===== config.mk =====
export PLATFORM = sky130hd
export DESIGN_NAME = qrs_div_cell
export DESIGN_NICKNAME = d
export VERILOG_FILES = /design/src/sv/quadratic_root_solver_assert.svh /design/src/sv/qrs_pkg.sv /design/src/sv/qrs_div_cell.sv
export SDC_FILE = /design/constraint.sdc
export NUM_CORES = 1
export LEC_CHECK = 0
export BUFFER_PORTS_ARGS = -buffer_cell sky130_fd_sc_hd__buf_2
export CORE_AREA = 5 5 234 236
export DETAILED_ROUTE_END_ITERATION = 10
export DIE_AREA = 0 0 239 241
export HOLD_SLACK_MARGIN = 0.1
export MAX_ROUTING_LAYER = met4
export SKIP_LAST_GASP = 1
export SLEW_MARGIN = 25
export SYNTH_ARGS = -nofsm -noshare
export SYNTH_HDL_FRONTEND = slang
export SYNTH_SLANG_ARGS = --single-unit

===== constraint.sdc =====
create_clock -name clk -period 4.3 [get_ports clk]
set_input_delay 0.43 -clock clk [delete_from_list [all_inputs] [get_ports clk]]
set_output_delay 0.43 -clock clk [all_outputs]
set_load 0.01 [all_outputs]

===== src/sv/quadratic_root_solver_assert.svh =====
// Assertion macros for the quadratic root solver
`ifndef QUADRATIC_ROOT_SOLVER_ASSERT_SVH
`define QUADRATIC_ROOT_SOLVER_ASSERT_SVH

`ifndef SYNTHESIS
`define QRS_ASSERT_IMP(lbl, ante, cons, msg) \
  lbl: assert property (@(posedge clk) disable iff (!rst_n) (ante) |-> (cons)) else $error(msg);
`define QRS_ASSERT_NXT(lbl, ante, cons, msg) \
  lbl: assert property (@(posedge clk) disable iff (!rst_n) (ante) |=> (cons)) else $error(msg);
`else
`define QRS_ASSERT_IMP(lbl, ante, cons, msg)
`define QRS_ASSERT_NXT(lbl, ante, cons, msg)
`endif

`endif


===== src/sv/qrs_pkg.sv =====
`timescale 1ns / 1ps
package qrs_pkg;

  localparam int WORD_BITS     = 32;
  localparam int FRACTION_BITS = 16;
  localparam int D_W           = 2 * WORD_BITS + 1;
  localparam int SQ_STEPS      = WORD_BITS + 1;
  localparam int ROOT_W        = SQ_STEPS;
  localparam int SQX_W         = 2 * SQ_STEPS;
  localparam int SQR_W         = ROOT_W + 2;
  localparam int NUM_W         = WORD_BITS + 2;
  localparam int DIVN_W        = NUM_W + FRACTION_BITS;
  localparam int DEN_W         = WORD_BITS + 1;
  localparam int REM_W         = DEN_W;
  localparam int DIV_STEPS     = DIVN_W;

  localparam logic [DIVN_W-1:0] SAT_POS = {{(DIVN_W-WORD_BITS+1){1'b0}}, {(WORD_BITS-1){1'b1}}};
  localparam logic [DIVN_W-1:0] SAT_NEG = {{(DIVN_W-WORD_BITS){1'b0}}, 1'b1,
                                           {(WORD_BITS-1){1'b0}}};

  typedef enum logic [1:0] {
    KIND_ZERO_DEN = 2'd0,
    KIND_TWO_REAL = 2'd1,
    KIND_REPEATED = 2'd2,
    KIND_COMPLEX  = 2'd3
  } kind_t;

  typedef struct packed {
    logic signed [WORD_BITS-1:0] coef_a;
    logic signed [WORD_BITS-1:0] coef_b;
    logic signed [WORD_BITS-1:0] coef_c;
  } in_t;

  typedef struct packed {
    kind_t                       root_kind;
    logic signed [WORD_BITS-1:0] first_value;
    logic signed [WORD_BITS-1:0] second_value;
    logic                        saturated;
  } out_t;

  typedef struct packed {
    logic                 azero;
    logic                 dneg;
    logic                 dzero;
    logic                 negb_neg;
    logic                 sa;
    logic [WORD_BITS-1:0] mb;
    logic [DEN_W-1:0]     den;
  } side_t;

  typedef struct packed {
    logic [SQX_W-1:0]  x;
    logic [SQR_W-1:0]  rem;
    logic [ROOT_W-1:0] root;
    side_t             side;
  } sq_t;

  typedef struct packed {
    logic [DIVN_W-1:0] num;
    logic [REM_W-1:0]  rem;
    logic [DIVN_W-1:0] quo;
    logic              neg;
  } lane_t;

  typedef struct packed {
    kind_t            kind;
    logic [DEN_W-1:0] den;
    lane_t [1:0]      lane;
  } dv_t;

endpackage


===== src/sv/qrs_div_cell.sv =====
`timescale 1ns / 1ps
module qrs_div_cell (
  input  logic          clk,
  input  logic          rst_n,
  input  logic          en,
  input  logic          in_valid,
  input  qrs_pkg::dv_t  in_data,
  output logic          out_valid,
  output qrs_pkg::dv_t  out_data
);

  localparam int NW = qrs_pkg::DIVN_W;
  localparam int RW = qrs_pkg::REM_W;

  logic           valid_r;
  qrs_pkg::dv_t   data_r, data_nxt;
  logic [RW:0]    r2 [2];
  logic [RW:0]    rd [2];
  logic [1:0]     qb;

  // one quotient bit per lane per cell, restoring
  always_comb begin
    data_nxt = in_data;
    for (int i = 0; i < 2; i++) begin
      r2[i] = {in_data.lane[i].rem, in_data.lane[i].num[NW-1]};
      rd[i] = r2[i] - {1'b0, in_data.den};
      qb[i] = (r2[i] >= {1'b0, in_data.den});
      data_nxt.lane[i].num = {in_data.lane[i].num[NW-2:0], 1'b0};
      data_nxt.lane[i].rem = qb[i] ? rd[i][RW-1:0] : r2[i][RW-1:0];
      data_nxt.lane[i].quo = {in_data.lane[i].quo[NW-2:0], qb[i]};
    end
  end

  always_ff @(posedge clk) begin
    if (!rst_n) begin
      valid_r <= 1'b0;
    end else if (en) begin
      valid_r <= in_valid;
    end
  end

  always_ff @(posedge clk) begin
    if (en) data_r <= data_nxt;
  end

  assign out_valid = valid_r;
  assign out_data  = data_r;

endmodule


==> reports/metrics.cfg <==
[floorplanning]
core_sq_um=52200
io_pins=611
initial_core_util_pct=26.4
die_area_sq_um=57600
fp.dieW_um=239
core.rowCount=84
fp.dieH_um=241

[timing]
slew_headroom_pct=41.3
rsz0062_at_grt=no
fmaxAchievable_mhz=252
fin_setup_tns_ns=0
holdWs_ns=0.137
setup_viol=0
worst_slew_pin_slew_ns=0.881
post-route-period-util_pct=92.2
skew_ns=0
slew_violations=0
min_period_ns=3.96
worst_slack_ns=0.337
hold_violations=0

[clocking]
cts_sinks=302
htreeDepth=2
cts_tree=done
cts_setup_buffers=0
cts-resized-gates=0
cts-root-buf=clkbuf_16
clock_latency_ns=0.54
clkSlewWorstSetupHoldPaths_ns=0.06
cts_made_buffers=40
ctsHoldBuffers=231
clockBufferDepth=3

[grt]
grt_pass1_vias=12200
antenna_found_initial=20
grt_max_degree=106
grt-ovfl-total=0
grt_usage_pct=21.9
grt_pass1_wl_um=88800

[setup_path]
startpoint_type=input pin
required_ns=4.60
cp-end-kind=flop
startpoint=in_data[275]
worst-setup-path-type=in2reg
cp_max_fo=29
r2r-start=out_valid
critPathArrivalTime_ns=4.26

[synth]
syn_inst=946
synth_flop_cell=edfxtp_1
synth_area_per_cell_sq_um=14.6
ys_seq_area_share_pct=65.8
ys_async_sr_fraction_pct=0
yosysUniqueCellTypes=69
yosys_warnings=0
synth_edf_count=301
netlist_area_sq_um=13800
synth-seq-cells=302

[layout]
layout_common_cells=buf_2, edfxtp_1, dlygate4sd3_1
final_cells=2550
final_core_util_pct=40.8
final_layout_size_suffix_gt1_share_pct=40.7
final_common_cell=buf_2
final_cell_area_sq_um=21300
area_growth_syn_to_layout_pct=54.9
nNetsFinal=2189
nFillCells=4925

[routing]
detail_route.wirelength_um=65400
antenna_violating_nets_post_route=0
num_vias=11800
viasPerCell=4.61
drc_errors=0
first_pass_iters=7
routedWlPerCell_um=25.6
drt_iter0_drc=751

[placement]
dp.cells=2229
port_buffers=606
place_congestion=0.930
dp_slack_ns=0.213
place_area_sq_um=17700
dp_hpwl_um=51600

[min_path]
hp-start=in_data[37]
hold_path_class=in2reg

[run_status]
status=completed

[flow_run]
drv_cap=0

[power_and_ir_drop]
power_leakage_nw=9.34
power_mw=8.80
peakVddDrop_mv=0.224
p_per_area_nw_per_um2=413

==> final cells by class <==
class / instances / area, sq um / area share, %
tap: 688 / 861 / 4.04
clock inverter: 22 / 203 / 0.950
antenna: 16 / 40.0 / 0.188
timing repair buffer: 852 / 5510 / 25.8
multi-input combinational: 560 / 4340 / 20.3
clock buffer: 52 / 1100 / 5.14
sequential: 302 / 9060 / 42.5
inverter: 58 / 225 / 1.06
==> worst max-delay path, cell delays in order <==
cell           delay (ns)
dlygate4sd3_1        0.57
buf_2                0.14
inv_1                0.16
ha_1                 0.34
a21o_1               0.23
or3_1                0.33
o211ai_1             0.31
a211oi_1             0.19
o2111a_1             0.29
o31a_1               0.38
nor2_1               0.16
inv_1                0.08
buf_4                0.28
mux2_2               0.34
==> sequential cells by signal, summed over array words and instances, names as in the netlist <==
signal     cells
out_valid      1
out_data     301
==> report_power, final <==
| group | total (mW) | internal, mW | switching, mW |
|---|---|---|---|
| clock | 3.33 | 1.99 | 1.35 |
| combinational | 1.79 | 0.801 | 0.987 |
| sequential | 3.68 | 3.58 | 0.0930 |
==> worst paths after layout <==
kind | slack (ns) | cells past startpoint | to
hold reg to reg | 0.57 | 2 | out_valid
hold / removal | 0.14 | 1 | out_data[38]
setup / recovery | 0.34 | 14 | out_data[69]
setup reg to reg | 3.64 | 2 | out_valid
==> Yosys cell counts, drive strengths merged, types with 16 or more instances <==
cell type  count  area (sq um)
clkbuf        21          78.8
mux2          48           612
ha            66           826
a21oi         51           255
nor2          47           176
nor3          16          80.1
xnor2         34           298
o21ai         28           140
a21o          43           324
nand2         34           128
nand4         16           100
inv           58           225
edfxtp       301          9040
==> logic make-up (layout without fill, tap and decap cells) <==
| kind of cell | after synthesis | after routing | synth area share, % |
|---|---|---|---|
| muxes | 53 | 53 | 4.81 |
| other | 1 | 18 | 0.0272 |
| DFF | 302 | 302 | 65.8 |
| AOI/OAI and AO/OA | 215 | 215 | 10.9 |
| and+or+nand+nor | 175 | 175 | 6.44 |
| buffers and inverters | 85 | 984 | 2.73 |
| adders and majority gates | 68 | 68 | 6.29 |
| xor gates and xnor gates | 47 | 47 | 2.99 |
==> routing by layer <==
| metal | up-vias | part of all wire [%] | GRT usage (%) |
|---|---|---|---|
| met5 | - | 0 | - |
| met4 | 0 | 3.8 | 7.83 |
| met3 | 89 | 6.2 | 5.35 |
| met2 | 483 | 50 | 37.6 |
| met1 | 5769 | 40 | 25.1 |
| li1 | 5418 | - | - |
Power figures use the tool's default switching activity.
