`src/sv/quadratic_root_solver_assert.svh`:
```
// Assertion macros for the quadratic root solver
`ifndef QUADRATIC_ROOT_SOLVER_ASSERT_SVH
`define QUADRATIC_ROOT_SOLVER_ASSERT_SVH

`ifndef SYNTHESIS
`define QRS_ASSERT_IMP(lbl, ante, cons, msg) \
  lbl: assert property (@(posedge clk) disable iff (!rst_n) (ante) |-> (cons)) else $error(msg);
`define QRS_ASSERT_NXT(lbl, ante, cons, msg) \
  lbl: assert property (@(posedge clk) disable iff (!rst_n) (ante) |=> (cons)) else $error(msg);
`else
`define QRS_ASSERT_IMP(lbl, ante, cons, msg)
`define QRS_ASSERT_NXT(lbl, ante, cons, msg)
`endif

`endif

```
`src/sv/qrs_pkg.sv`:
```
`timescale 1ns / 1ps
package qrs_pkg;

  localparam int WORD_BITS     = 32;
  localparam int FRACTION_BITS = 16;
  localparam int D_W           = 2 * WORD_BITS + 1;
  localparam int SQ_STEPS      = WORD_BITS + 1;
  localparam int ROOT_W        = SQ_STEPS;
  localparam int SQX_W         = 2 * SQ_STEPS;
  localparam int SQR_W         = ROOT_W + 2;
  localparam int NUM_W         = WORD_BITS + 2;
  localparam int DIVN_W        = NUM_W + FRACTION_BITS;
  localparam int DEN_W         = WORD_BITS + 1;
  localparam int REM_W         = DEN_W;
  localparam int DIV_STEPS     = DIVN_W;

  localparam logic [DIVN_W-1:0] SAT_POS = {{(DIVN_W-WORD_BITS+1){1'b0}}, {(WORD_BITS-1){1'b1}}};
  localparam logic [DIVN_W-1:0] SAT_NEG = {{(DIVN_W-WORD_BITS){1'b0}}, 1'b1,
                                           {(WORD_BITS-1){1'b0}}};

  typedef enum logic [1:0] {
    KIND_ZERO_DEN = 2'd0,
    KIND_TWO_REAL = 2'd1,
    KIND_REPEATED = 2'd2,
    KIND_COMPLEX  = 2'd3
  } kind_t;

  typedef struct packed {
    logic signed [WORD_BITS-1:0] coef_a;
    logic signed [WORD_BITS-1:0] coef_b;
    logic signed [WORD_BITS-1:0] coef_c;
  } in_t;

  typedef struct packed {
    kind_t                       root_kind;
    logic signed [WORD_BITS-1:0] first_value;
    logic signed [WORD_BITS-1:0] second_value;
    logic                        saturated;
  } out_t;

  typedef struct packed {
    logic                 azero;
    logic                 dneg;
    logic                 dzero;
    logic                 negb_neg;
    logic                 sa;
    logic [WORD_BITS-1:0] mb;
    logic [DEN_W-1:0]     den;
  } side_t;

  typedef struct packed {
    logic [SQX_W-1:0]  x;
    logic [SQR_W-1:0]  rem;
    logic [ROOT_W-1:0] root;
    side_t             side;
  } sq_t;

  typedef struct packed {
    logic [DIVN_W-1:0] num;
    logic [REM_W-1:0]  rem;
    logic [DIVN_W-1:0] quo;
    logic              neg;
  } lane_t;

  typedef struct packed {
    kind_t            kind;
    logic [DEN_W-1:0] den;
    lane_t [1:0]      lane;
  } dv_t;

endpackage

```
`src/sv/qrs_sqrt_cell.sv`:
```
`timescale 1ns / 1ps
module qrs_sqrt_cell (
  input  logic          clk,
  input  logic          rst_n,
  input  logic          en,
  input  logic          in_valid,
  input  qrs_pkg::sq_t  in_data,
  output logic          out_valid,
  output qrs_pkg::sq_t  out_data
);

  localparam int RW = qrs_pkg::SQR_W;

  logic           valid_r;
  qrs_pkg::sq_t   data_r, data_nxt;
  logic [RW+1:0]  t, trial, diff;
  logic           take;

  // one root bit per cell: bring down the next pair of radicand bits
  always_comb begin
    t     = {in_data.rem, in_data.x[qrs_pkg::SQX_W-1 -: 2]};
    trial = {{(RW-qrs_pkg::ROOT_W){1'b0}}, in_data.root, 2'b01};
    diff  = t - trial;
    take  = (t >= trial);
    data_nxt      = in_data;
    data_nxt.x    = {in_data.x[qrs_pkg::SQX_W-3:0], 2'b00};
    data_nxt.rem  = take ? diff[RW-1:0] : t[RW-1:0];
    data_nxt.root = {in_data.root[qrs_pkg::ROOT_W-2:0], take};
  end

  always_ff @(posedge clk) begin
    if (!rst_n) begin
      valid_r <= 1'b0;
    end else if (en) begin
      valid_r <= in_valid;
    end
  end

  always_ff @(posedge clk) begin
    if (en) data_r <= data_nxt;
  end

  assign out_valid = valid_r;
  assign out_data  = data_r;

endmodule

```
`config.mk`:
```
export PLATFORM = sky130hd
export DESIGN_NAME = qrs_sqrt_cell
export DESIGN_NICKNAME = d
export VERILOG_FILES = /design/src/sv/quadratic_root_solver_assert.svh /design/src/sv/qrs_pkg.sv /design/src/sv/qrs_sqrt_cell.sv
export SDC_FILE = /design/constraint.sdc
export NUM_CORES = 1
export LEC_CHECK = 0
export ABC_AREA = 1
export BUFFER_PORTS_ARGS = -buffer_cell sky130_fd_sc_hd__buf_2
export CORE_MARGIN = 10
export CORE_UTILIZATION = 38
export DETAILED_ROUTE_END_ITERATION = 10
export PLACE_DENSITY = 0.67
export SYNTH_ARGS = -nofsm -noshare
export SYNTH_HDL_FRONTEND = slang
export SYNTH_SLANG_ARGS = --single-unit
```
`constraint.sdc`:
```
create_clock -name clk -period 3.8 [get_ports clk]
set_input_delay 0.19 -clock clk [delete_from_list [all_inputs] [get_ports clk]]
set_output_delay 0.19 -clock clk [all_outputs]
set_load 0.01 [all_outputs]
```
==> out/metrics.cfg <==
[status]
status = finished, final reports clean

[timing]
max_freq_mhz = 376
fin_skew_ps = 0
period_minus_slack_ps = 2660
max_slew_margin_pct = 39.1
final-hold-violation-count = 0
finalSetupTns_ps = 0
tightest_slew_ps = 914
layout_setup_ws_ps = 1140
finalMaxSlewViolations = 0
fin_crit_sh_pct = 70.1
whs_ps = 23.6
rsz0062_at_grt = no
setup_viol = 0

[pwr]
leakagePower_nw = 6.97
vdd_ir_drop_max_mv = 0.324
finalPower_mw = 6.47
p_per_area_nw_per_um2 = 441

[critical_path]
critPathArrivalTime_ps = 2920
cp_common_cell = nand2_1
rr_worst_depth = 3
cp-end-kind = flop
crit_path_max_fanout = 21
critPathLaunchType = primary input
worstSetupPathType = primary input to flop
rrSetupSlack_ps = 2570
cp_slowest_cell = dlygate4sd3_1
critPathRequiredTime_ps = 4060
worst_path_largest_cell_delay_ps = 570
cp_cell_sequence = dlygate4sd3_1 -> buf_2 -> inv_1 -> ha_1 -> a21oi_1 -> nand2_1 -> a21oi_2 -> nand2_1 -> nand2_1 -> nand4_4 -> buf_4 -> nand2_1 -> nand2_1

[global_routing]
grt_first_pass_wirelength_mm = 54.2
grt_overflow = 0
track_usage_pct = 22.2
grt_pass1_vias = 8958
antenna_found_initial = 1
grt_max_degree = 113

[clocking]
cts_tree = built
ctsHtreeMaxLevel = 1
clk_path_buf_depth = 3
root_buffer = clkbuf_16
worstSkewPairLatency_ps = 500
cts_resized = 0
cts_sinks = 203
cts_inserted_buffers = 24
cts.clk_slew.worst_paths_ps = 60

[floorplan]
row_count = 58
ios = 413
die-area_um2 = 32000
dieHeight_um = 179
die_width_um = 179
fp.coreArea_um2 = 25000
start_util_pct = 38.3

[synthesis]
synthFlopType = edfxtp_1
ys_seq_area_share_pct = 63.5
netlist_area_um2 = 9590
synth-seq-cells = 203
synth_top_cells_by_count = nand2_1 (228), edfxtp_1 (202), inv_1 (145)
syn_inst = 879
synth.distinct_cells = 35
syn-mean-instance-area_um2 = 10.9
yosys_warnings = 0
synth_area_leader_cell = edfxtp_1
synth_edf_count = 202
synthTopCellsByArea = edfxtp_1 (63%), nand2_1 (8.9%), inv_1 (5.7%)
synth_async_sr_flop_share_pct = 0
post-synth-top-count-cell = nand2_1
synth_top_area_share_pct = 63.2

[drt]
ant_nets = 0
drc = 0
viasPerCell = 4.66
wl_per_cell_um = 20.4
drt-initial-drc-count = 537
drt_pass1_iterations = 7
wl_mm = 37.6
vias = 8580

[hold_path]
hold_class = primary input to flop
holdPathStages = 3

[final_layout]
finalNonFillerCells = 1841
final_area_um2 = 14700
syn_to_final_growth_pct = 53.0
drive_above_1_share_pct = 34.2
fin_nets = 1735
utilization_pct = 58.6

[place]
dp_cells = 1614
globalplace.congestion = 0.900
preCtsSetupSlack_ps = 1190
place_hpwl_mm = 27.8
place_area_um2 = 12000
numPortBuffers = 410

[job]
maxCapViolCount = 0

## cells by family after synthesis
family          count (synthesis)  share of synthesized area, %
flops                         203                          63.5
fa+ha+maj                      35                          4.57
other cells                     1                        0.0391
compound gates                 57                          3.91
simple gates                  411                          19.8
buf+inv                       155                          6.71
xor+xnor                       17                          1.55
## worst max-delay path: cells and delay by family
family,cells,cell delay [ps]
buffers and inverters,4,1120
AND/OR/NAND/NOR,6,840
AO/OA/AOI/OAI,2,420
adder cells (fa/ha/maj),1,350
## layout by cell type, fill, tap and decap left out, drive strengths merged
cell / count
nand2: 253
clkbuf: 31
nand4: 5
nor3: 8
and2: 1
dfxtp: 1
edfxtp: 202
xnor2: 1
clkinv: 8
xor2: 16
o211ai: 1
inv: 145
diode: 2
o21ai: 22
a21o: 1
dlygate4sd3: 182
nor4: 3
buf: 413
a21oi: 26
ha: 35
conb: 2
nor2: 64
nand3b: 10
nand3: 67
bufinv: 5
o21bai: 7
## final timing paths
check | startpoint | end
setup / recovery | in_data[88] | out_data[121]
hold reg to reg | out_valid | out_valid
setup reg to reg | out_valid | out_valid
hold / removal | in_data[106] | out_data[108]
## area by class of cell
type / instances / area, um^2
Antenna cell: 2 / 5.00
Clock buffer: 30 / 644
Clock inverter: 13 / 190
Fill cell: 2108 / 10400
Inverter: 145 / 544
Multi-Input combinational cell: 522 / 2870
Sequential cell: 203 / 6090
Tap cell: 330 / 413
Timing Repair Buffer: 596 / 3930
## sequential cells by signal (all words and copies together), names as in the netlist
signal     cells
out_data     202
out_valid      1
## where the power goes
part / internal, mW / total, mW / switching [mW] / leakage (nW)
Clock: 1.54 / 2.44 / 0.907 / 0.409
Sequential: 2.71 / 2.76 / 0.0553 / 1.99
Combinational: 0.526 / 1.26 / 0.733 / 4.58
## routing by layer
| metal | GRT usage (%) | wire (um) |
|---|---|---|
| met1 | 23.8 | 13500 |
| met2 | 38.9 | 18700 |
| met5 | 0 | 0 |
| met3 | 6.93 | 3450 |
| met4 | 11.2 | 1970 |
## repair_timing
action                                  CTS  global route
endpoints found under the setup margin    0             0
buffers inserted                          0             0
hold endpoints to repair                181             0
hold buffers                            182             0
(Power assumes the default switching activity.)
